[config.mk]
export PLATFORM = sky130hd
export DESIGN_NAME = vdt_ctrl
export DESIGN_NICKNAME = d
export VERILOG_FILES = /design/src/vdt_pkg.sv /design/src/vdt_ctrl.sv
export SDC_FILE = /design/constraint.sdc
export NUM_CORES = 1
export LEC_CHECK = 0
export ABC_AREA = 1
export BUFFER_PORTS_ARGS = -buffer_cell sky130_fd_sc_hd__buf_2
export CAP_MARGIN = 20
export CORE_AREA = 2 2 39 41
export DETAILED_ROUTE_END_ITERATION = 8
export DIE_AREA = 0 0 41 43
export PLACE_DENSITY = 0.41
export SLEW_MARGIN = 0
export SYNTH_ARGS = -nofsm -noshare
export SYNTH_HDL_FRONTEND = slang
export SYNTH_SLANG_ARGS = --single-unit
export TNS_END_PERCENT = 50
[constraint.sdc]
create_clock -name clk -period 1.3 [get_ports clk]
set_input_delay 0.13 -clock clk [delete_from_list [all_inputs] [get_ports clk]]
set_output_delay 0.13 -clock clk [all_outputs]
set_load 0.01 [all_outputs]
[src/vdt_pkg.sv]
// ----------------------------------------------------------------------------
// Vertex deduplication table package
// Shared widths, operation and status codes, controller states and the
// command and status bundles between the controller and the datapath.
// ----------------------------------------------------------------------------
package vdt_pkg;

	localparam int unsigned COORD_W          = 16;
	localparam int unsigned KEY_W            = 3 * COORD_W;
	localparam int unsigned CNT_W            = 11;
	localparam int unsigned IDX_W            = 10;
	localparam int unsigned FUNC_W           = 2;
	localparam int unsigned MAX_VERTICES_DEF = 1024;
	localparam logic [CNT_W-1:0] CAP_RESET   = 11'd1024;

	typedef enum logic [FUNC_W-1:0] {
		FUNC_FIND   = 2'd0,
		FUNC_APPEND = 2'd1,
		FUNC_CLEAR  = 2'd2,
		FUNC_REDUCE = 2'd3
	} func_t;

	typedef enum logic [1:0] {
		ST_FOUND      = 2'd0,
		ST_INSERTED   = 2'd1,
		ST_FULL       = 2'd2,
		ST_COUNT_DONE = 2'd3
	} status_t;

	typedef enum logic [2:0] {
		S_IDLE,
		S_LOAD,
		S_SCAN,
		S_INSERT,
		S_FIN
	} state_t;

	typedef struct packed {
		logic accept;
		logic issue_read;
		logic set_found;
		logic insert;
		logic count_op;
		logic load_out;
	} dp_cmd_t;

	typedef struct packed {
		logic is_find;
		logic is_append;
		logic scan_more;
		logic rd_pending;
		logic rd_hit;
		logic out_free;
	} dp_sts_t;

endpackage

[src/vdt_ctrl.sv]
// ----------------------------------------------------------------------------
// Vertex deduplication table controller
// Sequences one request at a time: load, search, insert and result hand-off.
// ----------------------------------------------------------------------------
module vdt_ctrl (
	input  logic             clk,
	input  logic             arst_n,
	input  logic             in_valid,
	output logic             in_ready,
	input  vdt_pkg::dp_sts_t sts,
	output vdt_pkg::dp_cmd_t cmd
);

	vdt_pkg::state_t state_q, state_d;

	always_ff @(posedge clk or negedge arst_n) begin
		if (!arst_n) begin
			state_q <= vdt_pkg::S_IDLE;
		end else begin
			state_q <= state_d;
		end
	end

	always_comb begin
		state_d = state_q;
		case (state_q)
			vdt_pkg::S_IDLE: begin
				if (in_valid) state_d = vdt_pkg::S_LOAD;
			end
			vdt_pkg::S_LOAD: begin
				if (sts.is_find) state_d = vdt_pkg::S_SCAN;
				else if (sts.is_append) state_d = vdt_pkg::S_INSERT;
				else state_d = vdt_pkg::S_FIN;
			end
			vdt_pkg::S_SCAN: begin
				if (sts.rd_hit) state_d = vdt_pkg::S_FIN;
				else if (!sts.scan_more && !sts.rd_pending) state_d = vdt_pkg::S_INSERT;
			end
			vdt_pkg::S_INSERT: begin
				state_d = vdt_pkg::S_FIN;
			end
			vdt_pkg::S_FIN: begin
				if (sts.out_free) state_d = vdt_pkg::S_IDLE;
			end
			default: begin
				state_d = vdt_pkg::S_IDLE;
			end
		endcase
	end

	always_comb begin
		cmd      = '0;
		in_ready = 1'b0;
		case (state_q)
			vdt_pkg::S_IDLE: begin
				in_ready   = 1'b1;
				cmd.accept = in_valid;
			end
			vdt_pkg::S_LOAD: begin
				cmd.count_op = !sts.is_find && !sts.is_append;
			end
			vdt_pkg::S_SCAN: begin
				cmd.issue_read = sts.scan_more;
				cmd.set_found  = sts.rd_hit;
			end
			vdt_pkg::S_INSERT: begin
				cmd.insert = 1'b1;
			end
			vdt_pkg::S_FIN: begin
				cmd.load_out = sts.out_free;
			end
			default: begin
				cmd = '0;
			end
		endcase
	end

	a_load_when_free: assert property (@(posedge clk) disable iff (!arst_n)
		cmd.load_out |-> sts.out_free)
		else $error("Result loaded while the output register still holds a beat.");

	a_accept_then_load: assert property (@(posedge clk) disable iff (!arst_n)
		cmd.accept |=> state_q == vdt_pkg::S_LOAD)
		else $error("An accepted request did not move the controller to its load step.");

	a_hit_leaves_scan: assert property (@(posedge clk) disable iff (!arst_n)
		(state_q == vdt_pkg::S_SCAN && sts.rd_hit) |=> state_q == vdt_pkg::S_FIN)
		else $error("A search hit did not end the search.");

endmodule

=== Word level (Yosys, flattened, before mapping) ===
Cells that the tools add are included.

* Logic and storage cells: 29
* Bits in registers: 3
* Output and inout port bits: 7
* Input bits: 9

* Multiplexer cells: 13
* Equality and inequality tests: 7
* Reductions and logical operators: 8

{| class="wikitable"
|+ Operators by type and width
! operator !! count
|-
| $mux 3 || 6
|-
| $pmux 3 s5 || 1
|-
| $eq 3x2->1 const B || 2
|-
| $mux 1 || 5
|-
| $logic_not 1->1 || 4
|-
| $ne 2x2->1 const B || 2
|-
| $eq 3x1->1 const B || 1
|-
| $eq 3x3->1 const B || 1
|-
| $logic_not 3->1 || 1
|-
| $ne 3x3->1 const B || 1
|-
| $reduce_and 3->1 || 1
|-
| $logic_and 1x1->1 || 2
|-
| $mux 2 || 1
|}

=== Depth between registers and ports, before layout ===
Gate-level depths: netlist (run 1).

* Depth in word-level cells: 5
* Mapped depth: 6
* Mapped depth without buffers: 6

=== Worst setup path after synthesis (run 1) ===
OpenSTA, ideal clock, no wires.

* Path type: register -> output
* Start: register state_q[0]
* End: output cmd[0] in the netlist's numbering
* Path buffers: 0
* Cell stages (with the launch flop): 2
* Required time: 1,170 ps
* Arrival time: 885 ps
* Setup slack: 285 ps
* Cell sequence: dfrtp_1 > nor4_1

{| class="wikitable"
|+ RTL lines
! item !! line !! RTL
|-
| start: declaration || vdt_ctrl.sv:14 || <nowiki>vdt_pkg::state_t state_q, state_d;</nowiki>
|-
| start signal: assignment || vdt_ctrl.sv:18 || <nowiki>state_q <= vdt_pkg::S_IDLE;</nowiki>
|-
| start signal: assignment || vdt_ctrl.sv:20 || <nowiki>state_q <= state_d;</nowiki>
|-
| end: declaration || vdt_ctrl.sv:11 || <nowiki>output vdt_pkg::dp_cmd_t cmd</nowiki>
|}

==> flow_summary.json, run 1 <==
{
  "critPathMaxStageDelay_ns": 0.45,
  "final_util_pct": 29.66,
  "post_dp_cell_area_um2": 339.1,
  "grt_max_degree": 8,
  "finalHoldViolations": 0,
  "htreeDepth": 1,
  "maxCapViolCount": 0,
  "die_h_um": 43,
  "netlist_instances": 42,
  "drive_gt1_share_pct": 46.15,
  "viasPerCell": 3.901,
  "min_period_ns": 1.281,
  "ys_ff_latch": 3,
  "slew_viol_final": 0,
  "nFillCells": 163,
  "hpwl_um": 511.1,
  "io_pins": 16,
  "powerDensity_nw_per_um2": 2170,
  "slowest_stage": "dfrtp_2",
  "first_iter_violations": 5,
  "path_cells": "nor4_1 > buf_2",
  "crit_path_end_kind": "output pin",
  "top_register": "state_q",
  "drt-total-wl_um": 667,
  "critPathLaunchType": "flip-flop",
  "vias": 316,
  "area_delta_synth_final_pct": 68.21,
  "start_util_pct": 17.63,
  "largest_register_ffs": 3,
  "critPathKind": "flip-flop to output pin",
  "max_freq_ghz": 0.7807,
  "hold_slack_ns": 0.2009,
  "fin_area_um2": 410.4,
  "instances_no_fill": 81,
  "pre_cts_slack_ns": 0.1897,
  "ctsRootBufferMaster": "clkbuf_4",
  "finalSetupViolations": 0,
  "drt-pass1-iter-count": 4,
  "routabilityCongestion": 0.6407,
  "r2r-end": "state_q[0]$_DFFE_PN0P_",
  "p_leak_nw": 0.2489,
  "r2r.worst_path.cells": 7,
  "syn_nets": 51,
  "hp-class": "primary input to flip-flop",
  "critPathMaxFanout": 7,
  "globalRouteOverflowTotal": 0,
  "cts-buffers-inserted": 3,
  "crit_arrival_ns": 1.15,
  "final.period_utilization_pct": 98.53,
  "worstMarginPinSlew_ns": 0.2272,
  "grt_use_total_pct": 9.146,
  "antenna_found_initial": 0,
  "setup_ws_ns": 0.01912,
  "status": "completed",
  "whs_endpoint": "state_q[2]$_DFFE_PN0P_",
  "yosysWarnings": 0,
  "wire_per_inst_um": 8.235,
  "drc_errors": 0,
  "antenna_cells": 0,
  "cts_tree": "yes",
  "largest_registers": "state_q: 3 flops",
  "ys_types": 11,
  "insertion_delay_ns": 0.23,
  "worstPathRequired_ns": 1.17,
  "grt_pass1_wl_um": 993,
  "worstHoldStart": "sts[1]",
  "min_path_cells": 3,
  "path_clk_slew_ns": 0.04,
  "reg2reg_from": "state_q[2]$_DFFE_PN0P_",
  "slew_headroom_pct": 84.71,
  "ys_seq_area_share_pct": 30.77,
  "avgSynthCellArea_um2": 5.809,
  "syn_area_um2": 244.0,
  "r2r_slack_ns": 0.17,
  "ant_nets": 0,
  "finalNetCount": 75,
  "core_um2": 1384,
  "dp.cells": 73,
  "port_buffers": 15,
  "grt_pass1_vias": 262,
  "die_x_um": 41,
  "vdd_ir_drop_max_mv": 0.8080,
  "row_count": 14,
  "rsz0062_at_grt": "true",
  "cts_buffer_depth": 2,
  "skew_ns": 0.00007014,
  "dieArea_um2": 1763,
  "cts.sinks": 3
}
power breakdown:
| part | switching [mW] | internal, mW | leakage, nW | total, mW |
|---|---|---|---|---|
| combinational | 0.277 | 0.227 | 0.198 | 0.504 |
| sequential | 0.0782 | 0.147 | 0.0360 | 0.225 |
| clock | 0.0468 | 0.115 | 0.0150 | 0.162 |
placed cells by master, fill, tap and decap left out, types with 3 or more instances in the layout:
master | synthesis | final
nor2_1 | 11 | 10
inv_1 | 9 | 9
buf_2 | 0 | 15
nand2_1 | 4 | 3
clkbuf_4 | 0 | 3
nand3_1 | 6 | 6
buf_4 | 0 | 3
area by class of cell:
class	instances	area [µm²]	share of cell area (%)
Timing Repair Buffer	19	107.6	26.22
Clock buffer	4	26.28	6.402
Multi-Input combinational cell	28	137.6	33.54
Sequential cell	3	77.57	18.90
Tap cell	16	20.02	4.878
Inverter	11	41.29	10.06
cell usage after synthesis, drive strengths merged:
library cell  number  share of area (%)
nor4               1                2.6
nand2              5                8.7
nor2              13                 22
o21ai              2                4.1
dfrtp              3                 31
nand3              6                 12
inv               11                 17
nand4              1                2.6
critical path, delay by kind of cell (launching register included):
family	cells	cell delay, ns
flip-flops	1	0.45
AND/OR/NAND/NOR	1	0.29
buffers and inverters	1	0.18
repair_timing:
item                                    in CTS  in global routing
endpoints found under the setup margin       3                  5
gates cloned                                 0                  0
hold endpoints to repair                     3                  0
setup buffers                                2                  1
gates resized for setup                      0                  5
hold buffers                                 1                  0
pin swaps                                    2                  2
through the flow:
stage / TNS [ns] / power [mW]
after floorplan: 0 / 0.4846
after global placement: 0 / 0.6306
after detailed placement: 0 / 0.6246
after CTS: -0.0003927 / 0.8437
after global routing: -0.1108 / 0.9870
final: 0 / 0.8907
metal layers:
metal | vias up | wire, µm | share of wire (%) | track usage [%]
met5 | - | 0 | 0 | 0
met4 | 0 | 0 | 0 | 8.000
met3 | 0 | 45 | 6.7 | 4.712
met2 | 8 | 302 | 45 | 12.50
met1 | 133 | 320 | 48 | 9.677
li1 | 175 | - | - | -
how the worst max path moves through the flow:
stage,start,endpoint,slack [ns],cells past startpoint
global route,state_q[2]$_DFFE_PN0P_,cmd[4],-0.04,6
floorplan,state_q[0]$_DFFE_PN0P_,cmd[0],0.28,1
CTS,state_q[1]$_DFFE_PN0P_,cmd[4],-0.0004,5
global placement,state_q[2]$_DFFE_PN0P_,cmd[3],0.18,6
detailed placement,state_q[2]$_DFFE_PN0P_,cmd[4],0.19,6
finish,state_q[0]$_DFFE_PN0P_,cmd[0],0.02,2
kinds of logic after synthesis:
family / Yosys count / synth area share [%]
flip-flops: 3 / 30.77
buffers and inverters: 11 / 16.92
AND/OR/NAND/NOR: 26 / 48.21
AO/OA/AOI/OAI: 2 / 4.103
Power figures use the tool's default switching activity.
==> run 2, diff against run 1 <==
- BUFFER_PORTS_ARGS: -buffer_cell sky130_fd_sc_hd__buf_2 -> -buffer_cell sky130_fd_sc_hd__buf_4
- CTS_BUF_LIST: not set -> sky130_fd_sc_hd__clkbuf_8
==> flow_summary.json, run 2 (synthesis results as in run 1) <==
{
  "status": "completed",
  "cts_tree": "yes",
  "routabilityCongestion": 0.6899,
  "power_mw": 1.051,
  "worstMarginPinSlew_ns": 0.2212,
  "final_cell_mix": "18 x buf_4, 9 x inv_1, 9 x nor2_1",
  "min_period_ns": 1.272,
  "critPathMaxFanout": 7,
  "p_comb_share_pct": 53.7,
  "slew_viol_final": 0,
  "die_x_um": 41,
  "drt-pass1-iter-count": 4,
  "rsz0062_at_grt": "true",
  "slew_headroom_pct": 85.12,
  "htreeDepth": 1,
  "finalHoldViolations": 0,
  "insertion_delay_ns": 0.21,
  "p_seq_share_pct": 21.4,
  "path_cells": "nor2_2 > nand2_2 > nor2_1 > buf_4",
  "nFillCells": 163,
  "multi_input_area_um2": 145.1,
  "cts_buffer_depth": 2,
  "final.period_utilization_pct": 97.84,
  "skew_ns": 0.002112,
  "setup_ws_ns": 0.02807,
  "globalRouteOverflowTotal": 0,
  "dp.cells": 73,
  "power.share.switching_pct": 40.94,
  "grt_pass1_vias": 270,
  "drc_errors": 0,
  "viasPerCell": 3.877,
  "port_buffers": 15,
  "dieArea_um2": 1763,
  "crit_arrival_ns": 1.14,
  "slowest_stage": "dfrtp_2",
  "path_clk_slew_ns": 0.03,
  "grt_pass1_wl_um": 1110,
  "hold_slack_ns": 0.2028,
  "largest_register_ffs": 3,
  "grt_max_degree": 8,
  "powerDensity_nw_per_um2": 2223,
  "ctsRootBufferMaster": "clkbuf_8",
  "maxCapViolCount": 0,
  "finalNetCount": 75,
  "worstPathRequired_ns": 1.17,
  "io_pins": 16,
  "finalSetupViolations": 0,
  "critPathMaxStageDelay_ns": 0.45,
  "core_um2": 1384,
  "max_freq_ghz": 0.7862,
  "start_util_pct": 17.63,
  "path_buf_inv": 1,
  "critPathTopFamily": "flip-flops",
  "instances_no_fill": 81,
  "hpwl_um": 535.4,
  "vias": 314,
  "area_delta_synth_final_pct": 93.85,
  "vdd_ir_drop_max_mv": 0.9840,
  "p_switching_mw": 0.4304,
  "critPathKind": "flip-flop to output pin",
  "first_iter_violations": 6,
  "pre_cts_slack_ns": 0.1886,
  "grt_use_total_pct": 9.749,
  "antenna_cells": 0,
  "pwr-share-clk_pct": 25.0,
  "final_util_pct": 34.18,
  "top_register": "state_q",
  "p_int_mw": 0.6209,
  "row_count": 14,
  "wire_per_inst_um": 8.259,
  "ant_nets": 0,
  "cts-buffers-inserted": 3,
  "r2r_slack_ns": 0.29,
  "die_h_um": 43,
  "p_leak_nw": 0.2702,
  "crit_path_end_kind": "output pin",
  "cts.sinks": 3,
  "antenna_found_initial": 0,
  "critPathLaunchType": "flip-flop",
  "register_area_um2": 76.32,
  "drive_gt1_share_pct": 47.69,
  "drt-total-wl_um": 669,
  "final_common_cell": "buf_4",
  "hp-class": "primary input to flip-flop",
  "largest_registers": "state_q: 3 flops"
}
run 2: cell types whose count changed in the layout (fill, tap and decap cells not counted), moves of 3 or more:
cell	delta
buf_2	-15
clkbuf_4	-3
clkbuf_8	+3
buf_4	+15
run 2: what timing repair did:
item | 4_1_cts | 5_1_grt
endpoints found under the hold margin | 3 | 0
setup buffers | 1 | 2
hold buffers | 1 | 0
setup endpoints to repair | 2 | 6
pin swaps | 0 | 2
gates resized for setup | 0 | 7
run 2: cell type report:
class	count	area share, %
multi-input cells	28	30.69
repair buffers	19	30.69
flip-flops and latches	3	16.14
clock buffers	3	8.730
inverters	11	8.730
well taps	16	4.233
clock inverters	1	0.7937
run 2: routing by layer:
metal	GRT usage, %	wire, µm	up-vias
li1	-	-	173
met1	12.26	307	133
met2	12.81	317	8
met3	3.141	45	0
met4	8.000	0	0
met5	0	0	-
run 2: final timing paths:
kind / startpoint / end / cells past startpoint
min in group asynchronous: arst_n / state_q[1]$_DFFE_PN0P_ / 2
worst min-delay path: sts[1] / state_q[2]$_DFFE_PN0P_ / 3
worst max-delay path: state_q[0]$_DFFE_PN0P_ / cmd[5] / 4
worst max register to register: state_q[2]$_DFFE_PN0P_ / state_q[0]$_DFFE_PN0P_ / 6
worst min register to register: state_q[2]$_DFFE_PN0P_ / state_q[2]$_DFFE_PN0P_ / 2
max in group asynchronous: arst_n / state_q[0]$_DFFE_PN0P_ / 2
run 2: through the flow:
step	instance area [µm²]	TNS, ns
global route	473.0	-0.2001
CTS	439.2	0
global placement	376.6	0
floorplan	244.0	0
finish	473.0	0
detailed placement	376.6	0
run 2: tightest hold or removal path: cells and delay by family:
kind | cells | cell delay (ns)
AOI/OAI and AO/OA | 1 | 0.07
buffers and inverters | 1 | 0.09
and+or+nand+nor | 1 | 0.08
run 2: power by group through the flow:
| stage | Sequential (mW) | Clock (mW) | Combinational, mW |
|---|---|---|---|
| global placement | 0.207 | 0 | 0.467 |
| finish | 0.224 | 0.262 | 0.564 |
| floorplan | 0.194 | 0 | 0.291 |
| global route | 0.235 | 0.288 | 0.644 |
| detailed placement | 0.207 | 0 | 0.462 |
| CTS | 0.207 | 0.270 | 0.487 |
